**src/hw/rtl/wss_pkg.sv**
```systemverilog
// Package for the wildcard substring search block.
// Holds the sizes, register indexes, queue entry type and pattern helpers.
// No dependencies.
package wss_pkg;

    // Pattern storage and position counter sizes.
    localparam int unsigned PATTERN_MAX    = 16;
    localparam int unsigned POSITION_WIDTH = 16;
    localparam int unsigned LEN_WIDTH      = $clog2(PATTERN_MAX + 1);
    localparam int unsigned BIT_IDX_WIDTH  = (PATTERN_MAX > 1) ? $clog2(PATTERN_MAX) : 1;
    localparam int unsigned CFG_WIDTH      = 64;
    localparam int unsigned CFG_IDX_WIDTH  = 2;
    localparam int unsigned LOC_WIDTH      = 16;

    // Queue between the classifier and the matcher.
    localparam int unsigned QUEUE_DEPTH    = 2;
    localparam int unsigned QPTR_WIDTH     = (QUEUE_DEPTH > 1) ? $clog2(QUEUE_DEPTH) : 1;
    localparam int unsigned QCNT_WIDTH     = $clog2(QUEUE_DEPTH + 1);

    // Special byte values.
    localparam logic [7:0] WILDCARD_BYTE   = 8'h3F;
    localparam logic [7:0] TERMINATOR_BYTE = 8'h00;

    // Configuration register indexes.
    typedef enum logic [CFG_IDX_WIDTH-1:0] {
        CFG_PATTERN_LOW  = 2'd0,
        CFG_PATTERN_HIGH = 2'd1,
        CFG_PATTERN_LEN  = 2'd2
    } t_cfg_idx;

    typedef logic [PATTERN_MAX-1:0][7:0] t_pattern;
    typedef logic [PATTERN_MAX-1:0]      t_mask;
    typedef logic [POSITION_WIDTH-1:0]   t_pos;

    // One classified text item as it waits in the queue.
    typedef struct packed {
        logic  term;
        t_mask mask;
    } t_cls;

    // Pattern length as used: values above the maximum are clipped.
    function automatic logic [LEN_WIDTH-1:0] eff_len(input logic [4:0] len);
        logic [LEN_WIDTH-1:0] res;
        if (32'(len) > PATTERN_MAX) begin
            res = LEN_WIDTH'(PATTERN_MAX);
        end else begin
            res = LEN_WIDTH'(len);
        end
        return res;
    endfunction

endpackage

```
**src/hw/rtl/wildcard_substring_search.sv**
```systemverilog
// Top level of the wildcard substring search block.
// Holds the pattern registers and joins classifier, queue and matcher.
// Depends on wss_pkg, wss_front, wss_fifo and wss_back.
//
//  Channel  | Direction | Handshake                    | Payload
//  ---------+-----------+------------------------------+------------------------
//  text     | in        | i_in_valid / o_in_ready      | i_text_byte
//  result   | out       | o_out_valid / i_out_ready    | o_found, o_location
//  config   | in        | i_cfg_we (no wait)           | i_cfg_index, i_cfg_data
//
// One text byte is taken per cycle while the queue is not full; a result is offered
// at the earliest once its item has been written into the queue, popped by the
// matcher and loaded into the result register.
// The queue holds two items, so input stalls only when the matcher is held up
// by a result that is not taken. Synchronous active-low reset clears the
// search state, the queue and the pattern registers.
module wildcard_substring_search (
    input  logic                              i_clk,
    input  logic                              i_rst_n,
    input  logic                              i_cfg_we,
    input  logic [wss_pkg::CFG_IDX_WIDTH-1:0] i_cfg_index,
    input  logic [wss_pkg::CFG_WIDTH-1:0]     i_cfg_data,
    input  logic                              i_in_valid,
    output logic                              o_in_ready,
    input  logic [7:0]                        i_text_byte,
    output logic                              o_out_valid,
    input  logic                              i_out_ready,
    output logic                              o_found,
    output logic [wss_pkg::LOC_WIDTH-1:0]     o_location
);
    import wss_pkg::*;

    logic [CFG_WIDTH-1:0] r_pat_low;
    logic [CFG_WIDTH-1:0] r_pat_high;
    logic [4:0]           r_pat_len;
    t_pattern             pattern;
    logic [LEN_WIDTH-1:0] len;
    t_cls                 cls_in;
    t_cls                 cls_out;
    logic                 q_full;
    logic                 q_empty;
    logic                 push;
    logic                 pop;

    // Configuration registers.
    always_ff @(posedge i_clk) begin
        if (!i_rst_n) begin
            r_pat_low  <= '0;
            r_pat_high <= '0;
            r_pat_len  <= '0;
        end else if (i_cfg_we) begin
            unique case (i_cfg_index)
                CFG_PATTERN_LOW:  r_pat_low  <= i_cfg_data;
                CFG_PATTERN_HIGH: r_pat_high <= i_cfg_data;
                CFG_PATTERN_LEN:  r_pat_len  <= i_cfg_data[4:0];
                default: ;
            endcase
        end
    end

    assign pattern    = t_pattern'({r_pat_high, r_pat_low});
    assign len        = eff_len(r_pat_len);
    assign o_in_ready = !q_full;
    assign push       = i_in_valid && !q_full;

    wss_front u_front (
        .i_text_byte (i_text_byte),
        .i_pattern   (pattern),
        .i_len       (len),
        .o_cls       (cls_in)
    );

    wss_fifo u_fifo (
        .i_clk   (i_clk),
        .i_rst_n (i_rst_n),
        .i_push  (push),
        .i_data  (cls_in),
        .i_pop   (pop),
        .o_data  (cls_out),
        .o_full  (q_full),
        .o_empty (q_empty)
    );

    wss_back u_back (
        .i_clk       (i_clk),
        .i_rst_n     (i_rst_n),
        .i_cls       (cls_out),
        .i_cls_valid (!q_empty),
        .o_pop       (pop),
        .i_len       (len),
        .o_out_valid (o_out_valid),
        .i_out_ready (i_out_ready),
        .o_found     (o_found),
        .o_location  (o_location)
    );

endmodule

```
**src/hw/rtl/wss_front.sv**
```systemverilog
// Classifier of the wildcard substring search block.
// Flags the terminator and compares a text byte with every pattern byte.
// Depends on wss_pkg.
module wss_front (
    input  logic [7:0]                    i_text_byte,
    input  wss_pkg::t_pattern             i_pattern,
    input  logic [wss_pkg::LEN_WIDTH-1:0] i_len,
    output wss_pkg::t_cls                 o_cls
);
    import wss_pkg::*;

    // One compare per pattern byte; bytes beyond the length never match.
    always_comb begin
        o_cls.term = (i_text_byte == TERMINATOR_BYTE);
        for (int j = 0; j < PATTERN_MAX; j++) begin
            o_cls.mask[j] = (32'(j) < 32'(i_len)) &&
                            ((i_pattern[j] == WILDCARD_BYTE) || (i_pattern[j] == i_text_byte));
        end
    end

endmodule

```
**src/hw/rtl/wss_fifo.sv**
```systemverilog
// Short queue between the classifier and the matcher.
// Holds classified items so that each side can stall on its own.
// Depends on wss_pkg.
module wss_fifo (
    input  logic          i_clk,
    input  logic          i_rst_n,
    input  logic          i_push,
    input  wss_pkg::t_cls i_data,
    input  logic          i_pop,
    output wss_pkg::t_cls o_data,
    output logic          o_full,
    output logic          o_empty
);
    import wss_pkg::*;

    t_cls                  r_mem [QUEUE_DEPTH];
    logic [QPTR_WIDTH-1:0] r_wr_ptr, n_wr_ptr;
    logic [QPTR_WIDTH-1:0] r_rd_ptr, n_rd_ptr;
    logic [QCNT_WIDTH-1:0] r_count, n_count;

    assign o_full  = (r_count == QCNT_WIDTH'(QUEUE_DEPTH));
    assign o_empty = (r_count == '0);
    assign o_data  = r_mem[r_rd_ptr];

    // Pointer and fill count update.
    always_comb begin
        n_wr_ptr = r_wr_ptr;
        n_rd_ptr = r_rd_ptr;
        n_count  = r_count;
        if (i_push) begin
            n_wr_ptr = (32'(r_wr_ptr) == QUEUE_DEPTH - 1) ? '0 : r_wr_ptr + 1'b1;
        end
        if (i_pop) begin
            n_rd_ptr = (32'(r_rd_ptr) == QUEUE_DEPTH - 1) ? '0 : r_rd_ptr + 1'b1;
        end
        if (i_push && !i_pop) begin
            n_count = r_count + 1'b1;
        end else if (!i_push && i_pop) begin
            n_count = r_count - 1'b1;
        end
    end

    always_ff @(posedge i_clk) begin
        if (!i_rst_n) begin
            r_wr_ptr <= '0;
            r_rd_ptr <= '0;
            r_count  <= '0;
        end else begin
            r_wr_ptr <= n_wr_ptr;
            r_rd_ptr <= n_rd_ptr;
            r_count  <= n_count;
        end
    end

    // Entry storage.
    always_ff @(posedge i_clk) begin
        if (i_push) begin
            r_mem[r_wr_ptr] <= i_data;
        end
    end

endmodule

```
**src/hw/rtl/wss_back.sv**
```systemverilog
// Matcher of the wildcard substring search block.
// Runs the shift-and update, the position count and the result register.
// Depends on wss_pkg.
module wss_back (
    input  logic                          i_clk,
    input  logic                          i_rst_n,
    input  wss_pkg::t_cls                 i_cls,
    input  logic                          i_cls_valid,
    output logic                          o_pop,
    input  logic [wss_pkg::LEN_WIDTH-1:0] i_len,
    output logic                          o_out_valid,
    input  logic                          i_out_ready,
    output logic                          o_found,
    output logic [wss_pkg::LOC_WIDTH-1:0] o_location
);
    import wss_pkg::*;

    t_mask                 r_pm, n_pm;
    t_pos                  r_pos, n_pos;
    logic                  r_done, n_done;
    logic                  r_out_valid, n_out_valid;
    logic                  r_found, n_found;
    logic [LOC_WIDTH-1:0]  r_loc, n_loc;
    t_mask                 shifted;
    logic [BIT_IDX_WIDTH-1:0] top_bit;
    t_pos                  back_off;

    // Take an item whenever the result register is free or being emptied.
    assign o_pop = i_cls_valid && (!r_out_valid || i_out_ready);

    assign shifted  = ((r_pm << 1) | t_mask'(1)) & i_cls.mask;
    assign top_bit  = BIT_IDX_WIDTH'(i_len - 1'b1);
    assign back_off = POSITION_WIDTH'(i_len - 1'b1);

    // Next state of the search and of the result register.
    always_comb begin
        n_pm        = r_pm;
        n_pos       = r_pos;
        n_done      = r_done;
        n_out_valid = r_out_valid && !i_out_ready;
        n_found     = r_found;
        n_loc       = r_loc;
        if (o_pop) begin
            if (i_cls.term) begin
                n_pm   = '0;
                n_pos  = '0;
                n_done = 1'b0;
                if (!r_done) begin
                    n_out_valid = 1'b1;
                    n_found     = 1'b0;
                    n_loc       = LOC_WIDTH'(r_pos);
                end
            end else begin
                if (r_pos != '1) begin
                    n_pos = r_pos + 1'b1;
                end
                if (!r_done) begin
                    if (i_len == '0) begin
                        n_done      = 1'b1;
                        n_pm        = '0;
                        n_out_valid = 1'b1;
                        n_found     = 1'b1;
                        n_loc       = LOC_WIDTH'(r_pos);
                    end else begin
                        n_pm = shifted;
                        if (shifted[top_bit]) begin
                            n_done      = 1'b1;
                            n_out_valid = 1'b1;
                            n_found     = 1'b1;
                            n_loc       = (r_pos >= back_off) ?
                                          LOC_WIDTH'(r_pos - back_off) : '0;
                        end
                    end
                end
            end
        end
    end

    always_ff @(posedge i_clk) begin
        if (!i_rst_n) begin
            r_pm        <= '0;
            r_pos       <= '0;
            r_done      <= 1'b0;
            r_out_valid <= 1'b0;
        end else begin
            r_pm        <= n_pm;
            r_pos       <= n_pos;
            r_done      <= n_done;
            r_out_valid <= n_out_valid;
        end
    end

    // Result payload.
    always_ff @(posedge i_clk) begin
        r_found <= n_found;
        r_loc   <= n_loc;
    end

    assign o_out_valid = r_out_valid;
    assign o_found     = r_found;
    assign o_location  = r_loc;

endmodule
```
**config.mk**
```make
export PLATFORM = sky130hd
export DESIGN_NAME = wildcard_substring_search
export DESIGN_NICKNAME = d
export VERILOG_FILES = /design/src/hw/rtl/wss_pkg.sv /design/src/hw/rtl/wildcard_substring_search.sv /design/src/hw/rtl/wss_front.sv /design/src/hw/rtl/wss_fifo.sv /design/src/hw/rtl/wss_back.sv
export SDC_FILE = /design/constraint.sdc
export NUM_CORES = 1
export LEC_CHECK = 0
export ABC_AREA = 1
export ABC_CLOCK_PERIOD_IN_PS = 2850
export BUFFER_PORTS_ARGS = -buffer_cell sky130_fd_sc_hd__buf_2
export CAP_MARGIN = 5
export CORE_ASPECT_RATIO = 1.25
export CORE_MARGIN = 2
export CORE_UTILIZATION = 56
export CTS_BUF_LIST = sky130_fd_sc_hd__clkbuf_8
export DETAILED_ROUTE_END_ITERATION = 16
export PLACE_DENSITY = 0.9
export SLEW_MARGIN = 20
export SYNTH_ARGS = -nofsm -noshare
export SYNTH_HDL_FRONTEND = slang
export SYNTH_SLANG_ARGS = --single-unit
```
**constraint.sdc**
```tcl
create_clock -name i_clk -period 2.85 [get_ports i_clk]
set_input_delay 0.285 -clock i_clk [delete_from_list [all_inputs] [get_ports i_clk]]
set_output_delay 0.285 -clock i_clk [all_outputs]
set_load 0.05 [all_outputs]
```
[Yosys cells after proc, flatten, opt, wreduce, memory -nomap -nowiden]
Memories as Yosys holds them, arrays and structs flattened. A register that Yosys moved wholly into a read port is not among the register bits.
Index checks and enable logic that the tools add are counted.
Word-level totals
  input port bits: 79
  word-level logic and storage cells: 173
  bits in registers: 187
  output and inout bits: 19
  memory bits (writable): 34
  memories kept: 1
Operators by class
  equal/unequal tests: 37
  add/sub/neg operators: 8
  muxes and demuxes: 37
  bitwise gates (word level): 2
  order comparisons: 19
  reduce and logical (&&, ||, !) cells: 57
Memory list
  u_fifo.r_mem: words 2, width 17, read ports 1, clocked after Yosys merged registers in 1, write ports 1, line wss_fifo.sv:16  | t_cls r_mem [QUEUE_DEPTH];
Operators by type and width (count)
  8-bit by 6-bit == test with 1-bit output (second input constant): 16
  8-bit == test: 16
  16-bit 2-to-1 mux: 8
  15-bit 2-to-1 mux: 3
  4-bit by 5-bit < comparator with 1-bit output (first input constant): 8
  1-bit 2-to-1 mux: 22
  1-bit logical AND: 21
  3-bit by 5-bit < comparator with 1-bit output (first input constant): 4
  1-bit logical OR: 17
  16-bit by 1-bit adder with 16-bit output (second input constant): 1
  16-bit bitwise AND: 1
  16-bit greater-or-equal comparator: 1
  16-bit != test (second input constant): 1
  16-bit subtractor: 1
  1-bit by 5-bit < comparator with 1-bit output (first input constant): 2
  2-bit by 5-bit < comparator with 1-bit output (first input constant): 2
  2-bit AND reduction: 5
  8-bit zero test: 1
  1-bit zero test: 6
  5-bit by 1-bit subtractor with 6-bit output (second input constant): 1
  5-bit greater-than comparator (second input constant): 1
  5-bit zero test: 1
  4-bit by 5-bit < comparator with 1-bit output (second input constant): 1
  5-bit 2-to-1 mux: 1
  14 further kinds: 19

[Logic depth before layout (Yosys ltp)]
Gate-level depths: netlist (run 1).
  depth after elaboration: 10
  gate-level depth with buffers: 20
  gate-level depth less buffers: 19

[Cells and area by module]
A second synthesis (run 1) with hierarchy kept.
Second synthesis, totals
  cell total of the unflattened synthesis: 2011
  area total of the unflattened synthesis: 13526.7 um^2
Modules (own cells, without submodules)
  wildcard_substring_search: instances 1, area each 5683.0 um^2, seq. area each 2662.6 um^2, cells an instance 872
  wss_back: instances 1, area each 3603.5 um^2, seq. area each 1171.1 um^2, cells an instance 515
  wss_front: instances 1, area each 2731.4 um^2, seq. area each 0.0 um^2, cells an instance 536
  wss_fifo: instances 1, area each 1508.9 um^2, seq. area each 1121.1 um^2, cells an instance 88

[Least setup slack after synthesis (run 1)]
Ideal clock, no wire load.
  path type: flip-flop to flip-flop
  start: register r_pat_len[3]
  end: register u_back.r_loc[14] (netlist: u_back.o_location[14]) (data pin)
  library setup time: 252 ps
  arrival: 2672 ps
  path slack: -74 ps
  clock period less this slack: 2924 ps
  buffers on the path: 1
  required time: 2598 ps
  cell stages (with the launch flop): 19
  cell sequence: dfxtp_1 -> nor2_1 -> nand2_1 -> nand2_2 -> nand2_1 -> buf_2 -> ha_1 -> inv_1 -> nand2_1 -> nand2_1 -> ha_1 -> nand2_1 -> o21ai_0 -> a21oi_1 -> o21bai_1 -> a21oi_1 -> xor2_1 -> nand2_1 -> nand2_1
Between the ends
  longest elaborated chain between the ends: 9
  elaborated cells between the ends (all ways): 11
  classes of those cells: add/sub (2); order compare (2); mux (6); reduce/logical (1)
RTL lines
  start, declared: line wildcard_substring_search.sv:35  | logic [4:0] r_pat_len;
  start signal, assigned: line wildcard_substring_search.sv:55  | CFG_PATTERN_LEN: r_pat_len <= i_cfg_data[4:0];
  5-bit greater-than comparator: line wss_pkg.sv:44  | if (32'(len) > PATTERN_MAX) begin
  5-bit 2-to-1 mux *: line wss_pkg.sv:44
  5-bit by 1-bit subtractor with 6-bit output: line wss_back.sv:33  | assign back_off = POSITION_WIDTH'(i_len - 1'b1);
  16-bit subtractor / 16-bit greater-or-equal comparator (equally long branches): line wss_back.sv:71, wss_back.sv:70
  16-bit 2-to-1 mux: line wss_back.sv:70  | n_loc = (r_pos >= back_off) ?
  16-bit 2-to-1 mux: line wss_back.sv:66  | if (shifted[top_bit]) begin
  16-bit 2-to-1 mux *: line wss_back.sv:58  | if (i_len == '0) begin
  16-bit 2-to-1 mux *: line wss_back.sv:57  | if (!r_done) begin
  16-bit 2-to-1 mux *: line wss_back.sv:44  | if (i_cls.term) begin
  end signal, assigned: line wss_back.sv:96  | r_loc <= n_loc;
  end, declared: line wss_back.sv:23  | logic [LOC_WIDTH-1:0] r_loc, n_loc;
Mark *: on every way between the ends. The rest lies on a longest branch, timed or not. The select of a mux whose other input is x is not followed.
A chain may end at the register's enable or synchronous reset.

[Worst setup path after layout (run 1)]
  start: register r_pat_len[3]
  end: register u_back.r_loc[13] (netlist: u_back.o_location[13]) (data pin)
Same word-level chain as after synthesis.

==> metrics, run 1 <==
dpl hpwl=21,300 um; Crit-path slowest cell=dfxtp_1; row cnt=58; root buffer cell=clkbuf_8; final net count=1,674; Mapped Area=11,300 sq um; final worst slack=0.0459 ns; final count of hold timing violations=0; worst r2r src=r_pat_len[3]; P&R area growth vs syn=16.0%; residual DRC count=0; Max Clk Rate=357 MHz; Synth async-reset ratio=0; I/O Buffers=97; Hold Crit Class=input pin to flip-flop; vias=10,600; R2R cell count=16; DR pass1 iterations=6; critical path peak fanout=15; Post-DRT Antenna Nets=0; drt wl/cell=16.4 um; placer's final routability congestion estimate=0.900; Final period util=0.984; HP Start=i_cfg_data[33]; number of global-route vias before repair=10,400; Main synth FF type=dfxtp_1; Vias/cell=5.68; core box area=20,000 sq um; P_leak=5.25 nW; min cycle time layout=2.80 ns; H-tree Lvls=2; Antenna Cells=0; Die W=131 um; clock skew=0.0508 ns; Total Power=8.56 mW; Peak VDD IR=0.515 mV; number of max-cap violations=0; CP Class=flip-flop to flip-flop; most common cell after layout, fill and taps aside=nor2_1; CP Data Required Time=3.11 ns; die height=163 um; Seq/Total Area, Yosys=0.439; drt initial violations=887; Syn Area/Cell=7.72 sq um; Post-synth EDFFs=51; Die ar.=21,300 sq um; # clock sinks=222; worst setup path startpoint=r_pat_len[3]; GRT Total Usage=0.290; post-synth cell types=48; Mapped Cells=1,460; Placement Setup Slack=-0.101 ns; CTS buffer count=35; TritonCTS clock tree=done; commonest non-fill, non-tap cells in the layout=nor2_1, nand2_1, dfxtp_1, o21ai_0, inv_1; Worst Hold Path Cells=3; Crit. End Element=flip-flop; CP max stage delay=0.33 ns; first-pass GRT wire length=49,100 um; initial antenna violation count=0; P per Cell Area=655 nW/um^2; layout cells sized above 1=0.164; CP startpoint kind=flip-flop; Congestion Overflow GR=0; I/O pins=98; clk buf depth=3; Finish-stage setup viols=0; worst-skew pair later-pin latency=0.55 ns; RSZ-0062 raised after global routing=true; relative slew slack=0.530; largest net degree at the start of global routing=81; Starting Density=0.565; register bit total from synthesis=222; Critical Path AT=3.06 ns; DRT Wirelength=30,600 um; syn nets=1,563; Ys Warns=0; CP cell instances=buf_4 > nor2_2 > inv_2 > nor2_1 > nand2_1 > buf_12 > ha_1 > a21oi_2 > o21ai_1 > a221oi_1 > nand3_1 > nand2_2 > buf_4 > inv_1 > nand3_1 > nand2_1; post-route cell area=13,100 sq um; worst slew pin tran=0.705 ns; Post-DP Area=12,200 sq um; clk slew on worst S/H paths=0.07 ns; Slew Viols, Final=0; status=completed
-- kinds of logic (layout without fill, tap and decap cells) --
family / after synthesis / in the layout / share of synthesized area
compound gates: 300 / 300 / 0.146
xor+xnor: 106 / 106 / 0.0823
fa+ha+maj: 24 / 24 / 0.0273
buf+inv: 181 / 317 / 0.0635
flops: 222 / 222 / 0.439
simple gates: 627 / 627 / 0.241
-- worst max-delay path, delay by kind of cell, from the launching register on --
family | cells | cell delay [ns]
and+or+nand+nor | 7 | 0.69
adders and majority gates | 1 | 0.33
AOI/OAI and AO/OA | 3 | 0.58
buffers and inverters | 5 | 0.59
DFF | 1 | 0.33
-- final timing paths --
path / slack, ns / endpoint
setup / recovery: 0.05 / u_back.o_location[13]
setup reg to reg: 0.05 / u_back.o_location[13]
hold / removal: 0.005 / r_pat_high[33]
hold reg to reg: 0.46 / u_fifo.r_rd_ptr
-- cell type report --
class	instances	area [sq um]
Fill cell	1611	6880
Multi-Input combinational cell	1057	5800
Sequential cell	222	4960
Timing Repair Buffer	149	917
Clock buffer	38	523
Inverter	106	408
Tap cell	270	338
Clock inverter	24	136
-- synthesized netlist by cell type, types with 3 or more instances --
master	count	area (sq um)
xor2_1	49	429
a211oi_1	3	22.5
o21ai_0	164	821
ha_1	23	288
o21bai_1	3	22.5
inv_1	100	375
buf_1	4	15.0
xnor2_1	57	499
o21a_1	9	67.6
o22ai_1	10	62.6
nor2_1	265	995
dfxtp_1	171	3420
nand2_1	189	709
or2_2	10	62.6
o221ai_1	3	26.3
nor4_1	28	175
a21oi_2	4	35.0
nor2_2	3	18.8
inv_2	4	15.0
a221oi_1	3	26.3
o2111ai_1	3	26.3
edfxtp_1	51	1530
a21oi_1	84	420
clkbuf_1	51	191
nand4_1	34	213
buf_2	18	90.1
nand3_1	54	270
nor3_1	30	150
or4_1	7	52.6
a21boi_0	3	22.5
-- stage by stage --
step	setup TNS (ns)	instances	util	hold WS, ns
floorplan	0	1460	-	0.426
global placement	0	1800	0.611	0.438
detailed placement	-0.518	1800	0.611	0.452
CTS	0	1862	0.645	0.000356
global route	-0.524	1866	0.655	0.00974
finish	0	1866	0.655	0.00487
-- layer usage --
layer	global-route usage	vias up	part of all wire
met2	0.514	477	0.50
met5	0	-	0
met1	0.311	4838	0.37
met3	0.0473	157	0.067
met4	0.194	0	0.067
li1	-	5122	-
-- state kept, by name (all words and copies together) (netlist names), named ones only --
| signal | flops |
|---|---|
| u_back.o_out_valid | 1 |
| u_back.r_pm | 15 |
| u_fifo.r_wr_ptr | 1 |
| u_fifo.r_mem | 34 |
| u_back.r_pos | 16 |
| u_fifo.r_rd_ptr | 1 |
| u_back.o_found | 1 |
| u_fifo.r_count | 2 |
| r_pat_high | 64 |
| r_pat_low | 64 |
| u_back.o_location | 16 |
| r_pat_len | 5 |
| u_back.r_done | 1 |
-- where the power goes --
group          switching (mW)  internal [mW]  total [mW]
clock network            1.26           1.33        2.59
logic                    1.56          0.647        2.21
registers               0.180           3.59        3.77
total                    3.00           5.57        8.56
-- timing repair --
action / CTS / global route
hold buffers: 0 / 0
buffers inserted: 0 / 4
pin swaps: 0 / 10
setup endpoints to repair: 16 / 33
gates resized for setup: 6 / 40
Power figures use the tool's default switching activity.
==> run 2, diff against run 1 <==
Settings changed: PLACE_DENSITY 0.9 to 0.79.
==> metrics, run 2 (synthesized netlist as in run 1, its figures left out) <==
status=completed; CP Buf/Inv Count=4; row cnt=58; Crit. End Element=flip-flop; number of max-cap violations=0; CP cell instances=inv_1 > nor2_2 > inv_2 > nand2_2 > nor2_4 > nand2_2 > buf_12 > ha_1 > a21oi_1 > o21ai_1 > a221oi_2 > nand3_1 > nand2_2 > buf_4 > o22ai_1; Antenna Cells=0; drt wl/cell=16.8 um; I/O pins=98; # clock sinks=222; Comb pwr share=0.257; Vias/cell=5.68; Final Core Density=0.665; Max Clk Rate=365 MHz; critical path peak fanout=9; commonest non-fill, non-tap cells in the layout=nor2_1, nand2_1, dfxtp_1, o21ai_0, inv_1; final count of hold timing violations=0; CP max stage delay=0.36 ns; Crit-path slowest cell=dfxtp_4; worst slew pin tran=0.815 ns; Largest regs=r_pat_high (64), r_pat_low (64), u_fifo.r_mem (34); NetSw=3.09 mW; most frequent CP cell=nand2_2; Finish-stage setup viols=0; Total Power=8.75 mW; P per Cell Area=659 nW/um^2; final net count=1,675; drt initial violations=836; GRT Total Usage=0.294; worst hold margin=0.0120 ns; first-pass GRT wire length=49,600 um; min cycle time layout=2.74 ns; Final period util=0.962; Hold Crit Class=input pin to flip-flop; number of global-route vias before repair=10,200; CP startpoint kind=flip-flop; P_leak=5.27 nW; clock skew=0.0282 ns; post-route cell area=13,300 sq um; CTS buffer count=36; residual DRC count=0; worst-skew pair later-pin latency=0.55 ns; Peak VDD IR=0.476 mV; P&R area growth vs syn=17.7%; largest net degree at the start of global routing=137; DR pass1 iterations=5; DRT Wirelength=31,400 um; CP Data Required Time=3.12 ns; Die W=131 um; clk buf depth=3; Die ar.=21,300 sq um; Post-DRT Antenna Nets=0; core box area=20,000 sq um; relative slew slack=0.457; vias=10,600; initial antenna violation count=0; Sequential Power Share=0.430; I/O Buffers=97; Slew Viols, Final=0; CP top delay family=compound AO/OA/AOI/OAI gates; placer's final routability congestion estimate=1.00; Sw Ratio=0.353; CP Class=flip-flop to flip-flop; die height=163 um; Internal Dissipation=5.66 mW; Post-DP Area=12,100 sq um; layout cells sized above 1=0.169; H-tree Lvls=2; root buffer cell=clkbuf_8; most common cell after layout, fill and taps aside=nor2_1; Critical Path AT=3.02 ns; TritonCTS clock tree=done; Starting Density=0.565; clk slew on worst S/H paths=0.06 ns; Clk pwr share=0.313; Congestion Overflow GR=0; dpl hpwl=21,400 um
==> run 2: cell count changes in the layout (fill, tap and decap cells not counted), sizes merged <==
| cell | previous run | this run |
|---|---|---|
| clkinv | 12 | 11 |
| dlygate4sd3 | 0 | 15 |
| bufinv | 1 | 0 |
| inv | 114 | 113 |
| buf | 149 | 133 |
| clkbuf | 38 | 45 |
==> run 2: layer usage <==
metal / share of wire / wire length, um / GRT usage / up-vias
met5: 0 / 0 / 0 / -
met4: 0.057 / 1790 / 0.156 / 0
met3: 0.060 / 1890 / 0.0562 / 145
met2: 0.51 / 15900 / 0.517 / 416
met1: 0.38 / 11800 / 0.332 / 4929
li1: - / - / - / 5121
==> run 2: area by class of cell <==
cell class / count / area [sq um]
Fill cell: 1617 / 6690
Multi-Input combinational cell: 1057 / 5890
Sequential cell: 222 / 4960
Timing Repair Buffer: 149 / 963
Clock buffer: 44 / 606
Inverter: 106 / 404
Tap cell: 270 / 338
Clock inverter: 21 / 110
==> run 2: power groups by stage <==
stage / clock [mW] / sequential, mW / combinational (mW)
2_1_floorplan: 0 / 4.17 / 1.16
3_3_place_gp: 0 / 3.82 / 2.09
3_5_place_dp: 0 / 3.82 / 2.12
4_1_cts: 2.77 / 3.76 / 2.15
5_1_grt: 2.92 / 3.80 / 2.45
6_report: 2.74 / 3.76 / 2.25
==> run 2: worst paths after layout <==
path	startpoint	to	slack, ns	depth (start not counted)
min reg2reg	u_fifo.r_rd_ptr	flip-flop	0.48	1
min	i_cfg_data[20]	r_pat_high[20]	0.01	3
max reg2reg	r_pat_len[1]	u_back.o_location[9]	0.11	15
max	r_pat_len[1]	u_back.o_location[9]	0.11	15
==> run 2: worst reg2reg max path, cell delays in order, from the launching register on <==
cell and delay, ns:
dfxtp_4 0.36, inv_1 0.10, nor2_2 0.07, inv_2 0.14, nand2_2 0.11, nor2_4 0.09
nand2_2 0.11, buf_12 0.17, ha_1 0.33, a21oi_1 0.17, o21ai_1 0.11, a221oi_2 0.25
nand3_1 0.13, nand2_2 0.09, buf_4 0.17, o22ai_1 0.09
==> run 2: repair_timing <==
| action | 4_1_cts | 5_1_grt |
|---|---|---|
| hold buffers | 15 | 0 |
| endpoints found under the setup margin | 3 | 16 |
| pin swaps | 0 | 12 |
| setup buffers | 0 | 1 |
| gates cloned | 0 | 1 |
| gates resized for setup | 4 | 60 |
| endpoints found under the hold margin | 19 | 0 |
==> run 2: stage by stage <==
step	TNS, ns	worst slack, ns	std cells
2_1_floorplan	0	0.0190	1460
3_3_place_gp	0	0.0442	1787
3_5_place_dp	-0.0471	-0.0279	1787
4_1_cts	0	0.0277	1867
5_1_grt	-0.134	-0.0536	1869
6_report	0	0.107	1869
==> run 3, diff against run 2 <==
Settings changed: PLACE_DENSITY 0.79 to 0.89.
==> metrics, run 3 (synthesized netlist as in run 1, its figures left out) <==
clock skew=0.0401 ns; Congestion Overflow GR=0; I/O pins=98; Finish-stage setup viols=0; GRT Total Usage=0.287; min cycle time layout=2.83 ns; clk slew on worst S/H paths=0.06 ns; Starting Density=0.565; layout cells sized above 1=0.164; Post-DRT Antenna Nets=0; residual DRC count=0; # clock sinks=222; commonest non-fill, non-tap cells in the layout=nor2_1, nand2_1, dfxtp_1, o21ai_0, inv_1; final count of hold timing violations=0; CP Data Required Time=3.08 ns; worst slew pin tran=0.716 ns; Total Power=8.76 mW; H-tree Lvls=2; most frequent CP cell=buf_4; number of max-cap violations=0; # hold bufs at CTS=0; CP Class=flip-flop to flip-flop; P_leak=5.28 nW; largest net degree at the start of global routing=137; row cnt=58; Worst Hold Path Cells=3; first-pass GRT wire length=48,900 um; drt wl/cell=16.5 um; Antenna Cells=0; final net count=1,672; CP max stage delay=0.35 ns; number of global-route vias before repair=10,400; P&R area growth vs syn=16.3%; CP Buf/Inv Count=6; clk buf depth=3; Crit. End Element=flip-flop; Die ar.=21,300 sq um; Peak VDD IR=0.482 mV; root buffer cell=clkbuf_8; initial antenna violation count=0; Slew Viols, Final=0; Die W=131 um; P per Cell Area=668 nW/um^2; status=completed; Critical Path AT=3.07 ns; worst-skew pair later-pin latency=0.53 ns; Non-Filler Instances=1,865; GRT busiest layer=met2; Filler cells=1,596; met1 Usage GRT=0.311; Vias/cell=5.74; CTS buffer count=36; relative slew slack=0.523; core box area=20,000 sq um; Crit-path slowest cell=dfxtp_2; dpl hpwl=21,300 um; CP top delay family=compound AO/OA/AOI/OAI gates; CP cell instances=buf_4 > nor2_2 > inv_1 > buf_4 > o21ai_1 > buf_4 > ha_1 > a21oi_2 > o21ai_4 > a21oi_2 > inv_1 > nand2_1 > nand3_1 > nand2_4 > buf_4 > o22ai_1; die height=163 um; vias=10,700; M3 GR Usage=0.0486; Hold Crit Class=input pin to flip-flop; Final period util=0.994; drt initial violations=879; Cells after DPL=1,798; I/O Buffers=97; final worst slack=0.0171 ns; grt met2 use=0.521; Final Core Density=0.657; critical path peak fanout=7; Largest regs=r_pat_high (64), r_pat_low (64), u_fifo.r_mem (34); critical path depth in cells=16; R2R cell count=16; DRT Wirelength=30,800 um; placer's final routability congestion estimate=0.946; Max Clk Rate=353 MHz; most common cell after layout, fill and taps aside=nor2_1; Placement Setup Slack=-0.0723 ns; DR pass1 iterations=7; TritonCTS clock tree=done; CP startpoint kind=flip-flop
[run 3: changes by cell type in the layout (fill, tap and decap cells not counted), sizes merged]
cell / delta
clkbuf: -3
buf: +13
dlygate4sd3: -15
inv: +5
bufinv: +2
clkinv: -6
[run 3: stage by stage]
stage,TNS [ns],area [sq um],hold slack (ns)
6_report,0,13100,0.00991
5_1_grt,-1.55,13100,0.0344
4_1_cts,0,12900,0.00340
3_5_place_dp,-0.596,12200,0.455
3_3_place_gp,0,12200,0.437
2_1_floorplan,0,11300,0.426
[run 3: worst paths after layout]
kind                         from                    end  slack [ns]
setup reg to reg     r_pat_len[4]  u_back.o_location[11]        0.02
setup / recovery     r_pat_len[4]  u_back.o_location[11]        0.02
hold reg to reg   u_fifo.r_rd_ptr              flip-flop        0.48
hold / removal     i_cfg_data[11]          r_pat_low[11]        0.01
[run 3: layout make-up]
type	instances	area (sq um)	share of cell area
Clock inverter	22	155	0.0118
Clock buffer	42	578	0.0441
Timing Repair Buffer	146	898	0.0685
Sequential cell	222	4960	0.378
Inverter	106	400	0.0305
Multi-Input combinational cell	1057	5790	0.441
Tap cell	270	338	0.0258
[run 3: where the power goes]
| group | switching, mW | internal, mW | leakage, nW | total, mW |
|---|---|---|---|---|
| Clock | 1.27 | 1.53 | 0.412 | 2.80 |
| Sequential | 0.164 | 3.59 | 1.89 | 3.75 |
| Combinational | 1.57 | 0.638 | 2.98 | 2.21 |
| Total | 3.01 | 5.76 | 5.28 | 8.76 |
[run 3: per-layer routing]
metal / wire, um / vias to the layer above
met5: 0 / -
met4: 1860 / 0
met3: 2210 / 163
met2: 15600 / 499
met1: 11200 / 4914
li1: - / 5122
[run 3: what timing repair did]
item / in CTS / in global routing
pin swaps: 0 / 8
gates resized for setup: 4 / 42
gates cloned: 0 / 1
setup buffers: 0 / 2
endpoints found under the setup margin: 14 / 16
[run 3: tightest hold or removal path, stage by stage]
cell and delay [ns]:
buf_2 0.08, o21ai_0 0.07, nor2_1 0.07
